<file path="config.mk">
export PLATFORM = sky130hd
export DESIGN_NAME = sd_card_init_sequencer
export DESIGN_NICKNAME = d
export VERILOG_FILES = /design/src/hdl/sdci_pkg.sv /design/src/hdl/sd_card_init_sequencer.sv
export SDC_FILE = /design/constraint.sdc
export NUM_CORES = 1
export LEC_CHECK = 0
export BUFFER_PORTS_ARGS = -buffer_cell sky130_fd_sc_hd__buf_2
export CAP_MARGIN = 15
export CORE_MARGIN = 2
export CORE_UTILIZATION = 48
export CTS_CLUSTER_SIZE = 12
export DETAILED_ROUTE_END_ITERATION = 16
export GPL_TIMING_DRIVEN = 0
export PLACE_DENSITY = 0.77
export SETUP_SLACK_MARGIN = 0.2
export SYNTH_ARGS = -nofsm -noshare
export SYNTH_HDL_FRONTEND = slang
export SYNTH_SLANG_ARGS = --single-unit
</file>
<file path="constraint.sdc">
create_clock -name clk -period 2.8 [get_ports clk]
set_input_delay 0.84 -clock clk [delete_from_list [all_inputs] [get_ports clk]]
set_output_delay 0.84 -clock clk [all_outputs]
set_load 0.01 [all_outputs]
</file>
<file path="src/hdl/sdci_pkg.sv">
// types and constants of the sd card bring-up sequencer
package sdci_pkg;

	// sequencer steps, named after the command whose completion is awaited
	typedef enum logic [3:0] {
		ST_IDLE   = 4'd0,
		ST_CMD0   = 4'd1,
		ST_CMD8   = 4'd2,
		ST_APP41  = 4'd3,
		ST_ACMD41 = 4'd4,
		ST_CMD2   = 4'd5,
		ST_CMD3   = 4'd6,
		ST_CMD9   = 4'd7,
		ST_CMD7   = 4'd8,
		ST_APP6   = 4'd9,
		ST_ACMD6  = 4'd10,
		ST_DONE   = 4'd11,
		ST_FAIL   = 4'd12
	} step_t;

	// expected response kind
	typedef enum logic [2:0] {
		RK_NONE = 3'd0,
		RK_R1   = 3'd1,
		RK_R1B  = 3'd2,
		RK_R2   = 3'd3,
		RK_R3   = 3'd4,
		RK_R6   = 3'd5,
		RK_R7   = 3'd6
	} resp_kind_t;

	// input selector
	localparam logic MODE_START = 1'b0;

	// command indexes
	localparam logic [5:0] CMD_GO_IDLE   = 6'd0;
	localparam logic [5:0] CMD_ALL_CID   = 6'd2;
	localparam logic [5:0] CMD_SEND_RCA  = 6'd3;
	localparam logic [5:0] ACMD_BUS_WID  = 6'd6;
	localparam logic [5:0] CMD_SELECT    = 6'd7;
	localparam logic [5:0] CMD_IF_COND   = 6'd8;
	localparam logic [5:0] CMD_SEND_CSD  = 6'd9;
	localparam logic [5:0] ACMD_OP_COND  = 6'd41;
	localparam logic [5:0] CMD_APP_CMD   = 6'd55;

	// arguments and checked values
	localparam logic [31:0] ARG_IF_COND  = 32'h0000_01AA;
	localparam logic [31:0] ARG_OCR_BASE = 32'h0002_0000;
	localparam logic [31:0] ARG_OCR_HCS  = 32'h4000_0000;
	localparam logic [31:0] ARG_BUS_4BIT = 32'h0000_0002;
	localparam logic [31:0] STATUS_TRAN  = 32'h0000_0920;

	localparam int          OCR_BUSY_BIT = 31;
	localparam int          OCR_CCS_BIT  = 30;

	localparam logic [15:0] RETRY_RESET  = 16'd1000;
	localparam logic [15:0] RETRY_MAX    = 16'hFFFF;

	// register indexes
	localparam logic REG_RETRY_LIMIT = 1'b0;

	typedef struct packed {
		logic [15:0] card_addr;
		logic        spec_v2;
		logic        high_capacity;
		logic        failed;
		logic        done_res;
		resp_kind_t  resp_kind;
		logic [31:0] cmd_arg;
		logic [5:0]  cmd_index;
		logic        issue;
	} result_t;

endpackage

</file>
<file path="src/hdl/sd_card_init_sequencer.sv">
// sd card bring-up sequencer top level
//
// host-side sd card bring-up: a start transfer (tuser 0) asks for CMD0, and
// every completion transfer (tuser 1) reports the error flag and first
// response word of the command asked for last. each input transfer gives
// exactly one result transfer with the next command to send (or none), the
// done and failed flags and the card facts found so far (spec version,
// capacity, relative card address). the block takes one transfer per clock
// while the result side keeps up: an input register feeds one level of decode
// logic into the output register, which holds each result until it is taken.
// while a result waits there, the input register still takes one
// more transfer, then s_tready stays low until the waiting result is taken.
// the acmd41 poll loop is bounded by retry_limit (apb address 0, reset 1000);
// write it only while no transfer is in flight.
module sd_card_init_sequencer
	import sdci_pkg::*;
(
	input  logic        clk,
	input  logic        arst_n,
	// input stream
	input  logic        s_tvalid,
	output logic        s_tready,
	input  logic [39:0] s_tdata,  // cmd_error [0], resp_word [32:1], zero pad
	input  logic        s_tuser,  // mode
	// result stream
	output logic        m_tvalid,
	input  logic        m_tready,
	// issue [0], cmd_index [6:1], cmd_arg [38:7], resp_kind [41:39],
	// done_res [42], failed [43], high_capacity [44], spec_v2 [45],
	// card_addr [61:46], zero pad
	output logic [63:0] m_tdata,
	// configuration
	input  logic        psel,
	input  logic        penable,
	input  logic        pwrite,
	input  logic [2:0]  paddr,
	input  logic [31:0] pwdata,
	output logic [31:0] prdata,
	output logic        pready
);

	// configuration register
	logic [15:0] retry_limit_q;
	logic        reg_sel;

	assign pready  = 1'b1;
	assign reg_sel = paddr[2];

	always_ff @(posedge clk or negedge arst_n) begin
		if (!arst_n) begin
			retry_limit_q <= RETRY_RESET;
		end else if (psel && penable && pwrite && pready && reg_sel == REG_RETRY_LIMIT) begin
			retry_limit_q <= pwdata[15:0];
		end
	end

	always_comb begin
		prdata = '0;
		if (reg_sel == REG_RETRY_LIMIT) begin
			prdata = {16'd0, retry_limit_q};
		end
	end

	// input register
	logic        valid_s1;
	logic        mode_s1;
	logic        err_s1;
	logic [31:0] resp_s1;
	logic        advance;

	// output register
	logic        valid_s2;
	result_t     res_s2;

	assign advance  = valid_s1 && (!valid_s2 || m_tready);
	assign s_tready = !valid_s1 || advance;

	always_ff @(posedge clk or negedge arst_n) begin
		if (!arst_n) begin
			valid_s1 <= 1'b0;
		end else if (s_tready) begin
			valid_s1 <= s_tvalid;
		end
	end

	always_ff @(posedge clk) begin
		if (s_tready && s_tvalid) begin
			mode_s1 <= s_tuser;
			err_s1  <= s_tdata[0];
			resp_s1 <= s_tdata[32:1];
		end
	end

	// sequencer state
	step_t       step_q, step_d;
	logic [15:0] retry_q, retry_d;
	logic        v2_q, v2_d;
	logic        hc_q, hc_d;
	logic [15:0] rca_q, rca_d;

	// shared decode
	logic        start;
	logic        in_flight;     // a command is outstanding
	logic        cmd_fail;      // error on a command other than cmd8
	logic        poll_ok;       // another acmd41 round is allowed
	logic        ocr_ready;
	logic [31:0] rca_arg;

	assign start     = (mode_s1 == MODE_START);
	assign in_flight = (step_q >= ST_CMD0) && (step_q <= ST_ACMD6);
	assign cmd_fail  = in_flight && err_s1 && (step_q != ST_CMD8);
	assign poll_ok   = (retry_q <= retry_limit_q);
	assign ocr_ready = resp_s1[OCR_BUSY_BIT];
	assign rca_arg   = {rca_q, 16'd0};

	// next state
	always_comb begin
		step_d  = step_q;
		retry_d = retry_q;
		v2_d    = v2_q;
		hc_d    = hc_q;
		rca_d   = rca_q;
		if (start) begin
			step_d  = ST_CMD0;
			retry_d = '0;
			v2_d    = 1'b0;
			hc_d    = 1'b0;
			rca_d   = '0;
		end else if (cmd_fail) begin
			step_d = ST_FAIL;
		end else begin
			case (step_q)
				ST_CMD0:   step_d = ST_CMD8;
				ST_CMD8: begin
					// no answer to cmd8 means a version 1 card
					v2_d = !err_s1;
					if (poll_ok) begin
						step_d = ST_APP41;
						if (retry_q != RETRY_MAX) retry_d = retry_q + 16'd1;
					end else begin
						step_d = ST_FAIL;
					end
				end
				ST_APP41:  step_d = ST_ACMD41;
				ST_ACMD41: begin
					if (ocr_ready) begin
						hc_d   = v2_q && resp_s1[OCR_CCS_BIT];
						step_d = ST_CMD2;
					end else if (poll_ok) begin
						step_d = ST_APP41;
						if (retry_q != RETRY_MAX) retry_d = retry_q + 16'd1;
					end else begin
						step_d = ST_FAIL;
					end
				end
				ST_CMD2:   step_d = ST_CMD3;
				ST_CMD3: begin
					rca_d  = resp_s1[31:16];
					step_d = ST_CMD9;
				end
				ST_CMD9:   step_d = ST_CMD7;
				ST_CMD7:   step_d = ST_APP6;
				ST_APP6:   step_d = ST_ACMD6;
				ST_ACMD6:  step_d = (resp_s1 == STATUS_TRAN) ? ST_DONE : ST_FAIL;
				default:   step_d = step_q;
			endcase
		end
	end

	// command to issue
	result_t res_d;

	always_comb begin
		res_d               = '0;
		res_d.resp_kind     = RK_NONE;
		if (start) begin
			res_d.issue     = 1'b1;
			res_d.cmd_index = CMD_GO_IDLE;
		end else if (!cmd_fail) begin
			case (step_q)
				ST_CMD0: begin
					res_d.issue     = 1'b1;
					res_d.cmd_index = CMD_IF_COND;
					res_d.cmd_arg   = ARG_IF_COND;
					res_d.resp_kind = RK_R7;
				end
				ST_CMD8: begin
					if (poll_ok) begin
						res_d.issue     = 1'b1;
						res_d.cmd_index = CMD_APP_CMD;
						res_d.resp_kind = RK_R1;
					end
				end
				ST_APP41: begin
					res_d.issue     = 1'b1;
					res_d.cmd_index = ACMD_OP_COND;
					res_d.cmd_arg   = v2_q ? (ARG_OCR_HCS | ARG_OCR_BASE) : ARG_OCR_BASE;
					res_d.resp_kind = RK_R3;
				end
				ST_ACMD41: begin
					if (ocr_ready) begin
						res_d.issue     = 1'b1;
						res_d.cmd_index = CMD_ALL_CID;
						res_d.resp_kind = RK_R2;
					end else if (poll_ok) begin
						res_d.issue     = 1'b1;
						res_d.cmd_index = CMD_APP_CMD;
						res_d.resp_kind = RK_R1;
					end
				end
				ST_CMD2: begin
					res_d.issue     = 1'b1;
					res_d.cmd_index = CMD_SEND_RCA;
					res_d.resp_kind = RK_R6;
				end
				ST_CMD3: begin
					// new address goes out with this very command
					res_d.issue     = 1'b1;
					res_d.cmd_index = CMD_SEND_CSD;
					res_d.cmd_arg   = {resp_s1[31:16], 16'd0};
					res_d.resp_kind = RK_R2;
				end
				ST_CMD9: begin
					res_d.issue     = 1'b1;
					res_d.cmd_index = CMD_SELECT;
					res_d.cmd_arg   = rca_arg;
					res_d.resp_kind = RK_R1B;
				end
				ST_CMD7: begin
					res_d.issue     = 1'b1;
					res_d.cmd_index = CMD_APP_CMD;
					res_d.cmd_arg   = rca_arg;
					res_d.resp_kind = RK_R1;
				end
				ST_APP6: begin
					res_d.issue     = 1'b1;
					res_d.cmd_index = ACMD_BUS_WID;
					res_d.cmd_arg   = ARG_BUS_4BIT;
					res_d.resp_kind = RK_R1;
				end
				default: res_d.issue = 1'b0;
			endcase
		end
		// status reflects the state after this transfer
		res_d.done_res      = (step_d == ST_DONE);
		res_d.failed        = (step_d == ST_FAIL);
		res_d.high_capacity = hc_d;
		res_d.spec_v2       = v2_d;
		res_d.card_addr     = rca_d;
	end

	always_ff @(posedge clk or negedge arst_n) begin
		if (!arst_n) begin
			step_q   <= ST_IDLE;
			retry_q  <= '0;
			v2_q     <= 1'b0;
			hc_q     <= 1'b0;
			rca_q    <= '0;
			valid_s2 <= 1'b0;
		end else begin
			if (advance) begin
				step_q   <= step_d;
				retry_q  <= retry_d;
				v2_q     <= v2_d;
				hc_q     <= hc_d;
				rca_q    <= rca_d;
				valid_s2 <= 1'b1;
			end else if (m_tready) begin
				valid_s2 <= 1'b0;
			end
		end
	end

	always_ff @(posedge clk) begin
		if (advance) begin
			res_s2 <= res_d;
		end
	end

	assign m_tvalid = valid_s2;
	assign m_tdata  = {2'b00, res_s2};

	// a decoded transfer always lands in the output register
	a_advance_fills: assert property (@(posedge clk) disable iff (!arst_n)
		advance |=> valid_s2)
		else $error("decoded transfer not presented");

	// no command goes out once bring-up has ended
	a_issue_not_final: assert property (@(posedge clk) disable iff (!arst_n)
		(valid_s2 && res_s2.issue) |-> (!res_s2.done_res && !res_s2.failed))
		else $error("command issued after bring-up ended");

	// an idle result carries a cleared command
	a_no_issue_clear: assert property (@(posedge clk) disable iff (!arst_n)
		(valid_s2 && !res_s2.issue) |->
			(res_s2.cmd_index == '0 && res_s2.cmd_arg == '0 && res_s2.resp_kind == RK_NONE))
		else $error("stray command fields without issue");

	// a version 1 card is never reported as high capacity
	a_v1_standard: assert property (@(posedge clk) disable iff (!arst_n)
		!v2_q |-> !hc_q)
		else $error("high capacity on version 1 card");

endmodule
</file>
==> results.sh, run 1 <==
export IMPL_hpwl_um=11200
export IMPL_syn_inst=620
export IMPL_hold_viol_final=0
export IMPL_post_drt_via_cell_ratio=5.45
export IMPL_slew_headroom=0.463
export IMPL_period_share=0.965
export IMPL_synthArstFlopShare=0.406
export IMPL_r2r_start="retry_limit_q[8]$_DFFE_PN1P_"
export IMPL_worst_pin_slew_ps=805
export IMPL_ys_ff_latch=138
export IMPL_cts_hold_buffers=0
export IMPL_synth_edf_count=82
export IMPL_critical_path_class="flop to flop"
export IMPL_layout_common_cells="126 x buf_2, 82 x edfxtp_1, 74 x nand2_1"
export IMPL_rsz0062_at_grt="true"
export IMPL_multiInputGateArea_um2=2850
export IMPL_syn_to_final_growth_pct=29.1
export IMPL_drv_cap=0
export IMPL_nNetsFinal=909
export IMPL_hold_path_class="input pin to asynchronous set/reset pin"
export IMPL_setup_viol=0
export IMPL_clkTransAtPathRegs_ps=60
export IMPL_cts_buffers=17
export IMPL_grt_max_degree=39
export IMPL_vias=5461
export IMPL_regArea_um2=3870
export IMPL_peakVddDrop_mv=0.550
export IMPL_fmax_mhz=370
export IMPL_firstDrtPassIters=5
export IMPL_drive_gt1_frac=0.367
export IMPL_gp_congestion=0.936
export IMPL_antenna_found_initial=1
export IMPL_track_usage=0.222
export IMPL_h_tree_depth=4
export IMPL_overflow=0
export IMPL_initial_core_util=0.491
export IMPL_syn_area_per_cell_um2=11.0
export IMPL_port_buffers=125
export IMPL_critical_path_peak_fanout=8
export IMPL_antennaDiodeCount=0
export IMPL_io_pins=182
export IMPL_r2r_slack_ps=100
export IMPL_wirelength_um=16200
export IMPL_fillers=1137
export IMPL_final_core_util=0.634
export IMPL_final_common_cell="buf_2"
export IMPL_clock_skew_ps=7.56
export IMPL_rr_worst_depth=9
export IMPL_die_area_um2=15200
export IMPL_numClockSinks=138
export IMPL_status="completed"
export IMPL_core_area_um2=13900
export IMPL_drc=0
export IMPL_fp_dieH_um=123
export IMPL_start_kind="flop"
export IMPL_syn_area_um2=6820
export IMPL_cts_tree="yes"
export IMPL_synthDistinctLibCells=60
export IMPL_critPathLaunch="retry_limit_q[8]$_DFFE_PN1P_"
export IMPL_crit_arrival_ps=3050
export IMPL_layout_setup_ws_ps=98.7
export IMPL_worstPathRequired_ps=3150
export IMPL_wire_per_inst_um=16.2
export IMPL_die_w_um=123
export IMPL_worst_setup_path_end_kind="flop"
export IMPL_power_density_nw_per_um2=716
export IMPL_yosysSeqAreaShare=0.568
export IMPL_drtIter0Drc=418
export IMPL_place_ws_ps=-145
export IMPL_synthFlopType="edfxtp_1"
export IMPL_grt_first_pass_wirelength_um=25700
export IMPL_synth_warnings=0
export IMPL_clk_path_buf_depth=2
export IMPL_post_route_min_period_ps=2700
export IMPL_power_leakage_nw=3.66
export IMPL_slew_viol_final=0
export IMPL_cts_root_buffer="clkbuf_16"
export IMPL_r2r_end="retry_q[7]$_DFFE_PN0P_"
export IMPL_detail_route_antenna_nets=0
export IMPL_first_global_vias=5173
export IMPL_clock_latency_ps=430
export IMPL_core_rowCount=43
==> flip-flops by register name, summed over array words and instances, names as in the netlist <==
name / flops
m_tvalid: 1
hc_q: 1
retry_q: 16
rca_q: 16
retry_limit_q: 16
v2_q: 1
mode_s1: 1
m_tdata: 48
resp_s1: 32
err_s1: 1
step_q: 4
valid_s1: 1
==> per-stage QoR <==
| stage | area [um^2] | power, mW | hold slack, ps | TNS (ps) | std cells |
|---|---|---|---|---|---|
| floorplan | 6950 | 3.47 | 449 | 0 | 648 |
| global placement | 7800 | 3.87 | 466 | -8760 | 953 |
| detailed placement | 7850 | 3.90 | 472 | -932 | 955 |
| CTS | 8620 | 6.18 | 371 | 0 | 996 |
| global route | 8800 | 6.63 | 385 | -70.1 | 1002 |
| finish | 8800 | 6.30 | 373 | 0 | 1002 |
==> cells in the mapped netlist (6+ instances only) <==
cell type,n,area share
mux2_2,34,0.056
nand2_1,74,0.041
nor4_1,10,0.0092
a22oi_1,17,0.019
dfstp_2,6,0.023
clkbuf_1,28,0.015
nor3_1,15,0.011
buf_4,34,0.037
edfxtp_1,82,0.36
o21ai_0,17,0.012
nand2b_1,6,0.0055
nand3_1,13,0.0095
inv_1,25,0.014
o31ai_1,6,0.0066
dfrtp_1,50,0.18
ha_1,17,0.031
mux2i_1,6,0.0088
nor2_1,51,0.028
a21oi_1,42,0.031
==> cells by family after synthesis <==
group / after synthesis / share of synthesized area
xor+xnor: 1 / 0.00128
simple gates: 206 / 0.144
other cells: 2 / 0.00110
compound gates: 126 / 0.122
buf+inv: 90 / 0.0685
mux: 40 / 0.0650
fa+ha+maj: 17 / 0.0312
flops: 138 / 0.568
==> critical path, cell delays in order, from the launching register on <==
cell and delay [ps]:
dfstp_2 540, inv_2 60, ha_4 150, a41oi_2 190
o21ai_2 100, a221oi_2 330, a31oi_4 150, o41a_1 460
or4_1 510, a21oi_1 130
==> power by group <==
group | internal [mW] | switching [mW]
Sequential | 2.40 | 0.130
Clock | 1.31 | 0.860
Combinational | 0.634 | 0.971
Total | 4.34 | 1.96
==> worst max-delay path by stage <==
stage               slack, ps                       to  depth (start not counted)
CTS                        50   retry_q[7]$_DFFE_PN0P_                          9
floorplan                 220   retry_q[7]$_DFFE_PN0P_                          9
detailed placement       -150   retry_q[5]$_DFFE_PN0P_                         10
global route              -30  retry_q[10]$_DFFE_PN0P_                         12
finish                    100   retry_q[7]$_DFFE_PN0P_                          9
global placement         -280    rca_q[10]$_DFFE_PN0P_                          6
==> repair_timing <==
item	in CTS	in global routing
gates resized for setup	27	46
cloned	0	1
setup buffers	9	5
pin swaps	14	21
setup endpoints to repair	30	66
==> metal layers <==
metal / vias to the layer above / track usage / part of all wire
li1: 2592 / - / -
met1: 2591 / 0.296 / 0.42
met2: 239 / 0.339 / 0.48
met3: 37 / 0.0678 / 0.072
met4: 2 / 0.0866 / 0.026
met5: - / 0 / 0.00099
==> cell type report <==
class,instances,share of cell area
clock inverters,14,0.0168
clock buffers,18,0.0487
well taps,180,0.0256
flip-flops and latches,138,0.440
inverters,26,0.0111
multi-input cells,420,0.323
plain buffers,64,0.0456
repair buffers,142,0.0890
Power figures use the tool's default switching activity.
==> inputs of run 2 (changes only) <==
Settings changed: CORE_MARGIN 2 to not set, GPL_TIMING_DRIVEN 0 to not set, RECOVER_POWER set to 50.
==> run 2 against run 1 <==
  * Power is 3.0% higher
  * Non-clock buffer count is 34 lower
  * Largest power group unchanged
  * Sequential power hardly changed
  * Highest routed layer unchanged
  * Final cell count is 3.4% lower
  * Core utilization is 1.3 points lower
  * Critical path depth is 1 higher
  * Sequential cell count stayed put
  * Register-to-register slack worse by 90 ps
  * Via count is 2.1% lower
  * Die area is 3.2% lower
  * Cell area is 2.1% lower
==> results.sh, run 2 (synthesis gave the netlist of run 1 again) <==
export IMPL_combPwrFrac=0.251
export IMPL_gp_congestion=0.874
export IMPL_numClockSinks=138
export IMPL_overflow=0
export IMPL_layout_cells_non_filler=968
export IMPL_clk_path_buf_depth=2
export IMPL_p_int_mw=4.54
export IMPL_critical_path_class="flop to flop"
export IMPL_die_area_um2=14700
export IMPL_rr_worst_depth=10
export IMPL_place_inst=926
export IMPL_layout_common_cells="86 x buf_2, 82 x edfxtp_1, 73 x nand2_1"
export IMPL_p_switching_mw=1.94
export IMPL_r2r_start="retry_limit_q[9]$_DFFE_PN1P_"
export IMPL_first_global_vias=5005
export IMPL_initial_core_util=0.491
export IMPL_post_route_min_period_ps=2790
export IMPL_vias=5344
export IMPL_fin_hold_ws_ps=505
export IMPL_cts_buffers=17
export IMPL_antennaDiodeCount=0
export IMPL_core_area_um2=13900
export IMPL_cts_hold_buffers=0
export IMPL_track_usage=0.219
export IMPL_seqPwrFrac=0.391
export IMPL_wire_per_inst_um=16.6
export IMPL_port_buffers=126
export IMPL_slew_viol_final=0
export IMPL_drtIter0Drc=364
export IMPL_worst_pin_slew_ps=1260
export IMPL_critical_path_peak_fanout=7
export IMPL_syn_to_final_growth_pct=26.5
export IMPL_critPathLaunch="retry_limit_q[9]$_DFFE_PN1P_"
export IMPL_fmax_mhz=358
export IMPL_clkTransAtPathRegs_ps=60
export IMPL_drv_cap=0
export IMPL_wirelength_um=16100
export IMPL_post_drt_via_cell_ratio=5.52
export IMPL_core_rowCount=43
export IMPL_drc=0
export IMPL_hpwl_um=10600
export IMPL_crit_end="retry_q[15]$_DFFE_PN0P_"
export IMPL_crit_arrival_ps=3140
export IMPL_cts_tree="yes"
export IMPL_hold_path_class="flop to flop"
export IMPL_fp_dieH_um=121
export IMPL_swShare=0.300
export IMPL_period_share=0.997
export IMPL_clock_latency_ps=420
export IMPL_rsz0062_at_grt="true"
export IMPL_worst_setup_path_end_kind="flop"
export IMPL_power_density_nw_per_um2=753
export IMPL_setup_viol=0
export IMPL_clock_skew_ps=12.5
export IMPL_peakVddDrop_mv=0.533
export IMPL_grt_max_degree=63
export IMPL_worstPathRequired_ps=3150
export IMPL_antenna_found_initial=1
export IMPL_r2r_slack_ps=9
export IMPL_hold_viol_final=0
export IMPL_h_tree_depth=4
export IMPL_pwr_share_clk=0.358
export IMPL_io_pins=182
export IMPL_nNetsFinal=875
export IMPL_r2r_end="retry_q[15]$_DFFE_PN0P_"
export IMPL_firstDrtPassIters=8
export IMPL_detail_route_antenna_nets=0
export IMPL_fillers=1136
export IMPL_slew_headroom=0.162
export IMPL_largest_register_ffs=48
export IMPL_die_w_um=121
export IMPL_final_common_cell="buf_2"
export IMPL_power_leakage_nw=3.46
export IMPL_grt_first_pass_wirelength_um=24400
export IMPL_status="completed"
export IMPL_drive_gt1_frac=0.310
export IMPL_start_kind="flop"
export IMPL_cts_root_buffer="clkbuf_16"
export IMPL_total_power_mw=6.49
## run 2: cell types whose count changed in the layout (fill, tap and decap cells not counted), sizes merged
| cell | delta |
|---|---|
| clkbuf | +17 |
| inv | -1 |
| bufinv | +2 |
| clkinv | +1 |
| clkinvlp | -4 |
| buf | -49 |
## run 2: how the worst min path moves through the flow
stage / cells past startpoint / end / slack [ps] / start
after global routing: 1 / retry_limit_q[12]$_DFFE_PN0P_ / 510 / retry_limit_q[12]$_DFFE_PN0P_
after floorplan: 2 / hc_q$_DFFE_PN0P_ / 450 / hc_q$_DFFE_PN0P_
final: 1 / retry_limit_q[15]$_DFFE_PN0P_ / 500 / retry_limit_q[15]$_DFFE_PN0P_
after global placement: 2 / hc_q$_DFFE_PN0P_ / 470 / hc_q$_DFFE_PN0P_
after CTS: 1 / hc_q$_DFFE_PN0P_ / 410 / arst_n
after detailed placement: 2 / hc_q$_DFFE_PN0P_ / 470 / hc_q$_DFFE_PN0P_
## run 2: power groups by stage
stage                     registers (mW)  clock network, mW  logic, mW
after floorplan                     2.56                  0      0.907
after global placement              2.56                  0       1.31
after detailed placement            2.57                  0       1.35
after CTS                           2.53               2.36       1.52
after global routing                2.56               2.45       1.76
final                               2.54               2.32       1.63
## run 2: critical path, cell delays in order, from the launching register on
cell and delay [ps]:
dfstp_2 530, inv_2 50, ha_4 220, a41oi_2 150
o21ai_2 100, a221oi_2 310, a31oi_4 130, o41a_1 550
buf_6 190, or3_4 360, a21oi_2 130
## run 2: through the flow
stage	util	area, um^2	TNS (ps)	setup slack (ps)
2_1_floorplan	-	6950	0	218
5_1_grt	0.621	8620	-296	-82.7
3_5_place_dp	0.556	7720	-136	-48.3
6_report	0.621	8620	0	8.79
4_1_cts	0.616	8550	0	131
3_3_place_gp	0.556	7720	0	41.0
## run 2: area by class of cell
type                            instances  area (um^2)  share of cell area
Sequential cell                       138         3870               0.449
Multi-Input combinational cell        420         2870               0.333
Timing Repair Buffer                  172          947               0.110
Clock buffer                           20          437              0.0506
Tap cell                              180          225              0.0261
Clock inverter                         12          174              0.0202
Inverter                               26         97.6              0.0113
## run 2: repair_timing
item	CTS	global route
endpoints found under the setup margin	24	26
pin swaps	20	18
setup buffers	9	1
resized for setup	30	28
## run 2: per-layer routing
| metal | vias to the layer above | wire (um) | share of wire | GRT usage |
|---|---|---|---|---|
| met5 | - | 8 | 0.00050 | 0 |
| met1 | 2541 | 6540 | 0.41 | 0.270 |
| met3 | 39 | 1130 | 0.070 | 0.0611 |
| met2 | 243 | 8120 | 0.50 | 0.358 |
| met4 | 2 | 301 | 0.019 | 0.0988 |
| li1 | 2519 | - | - | - |
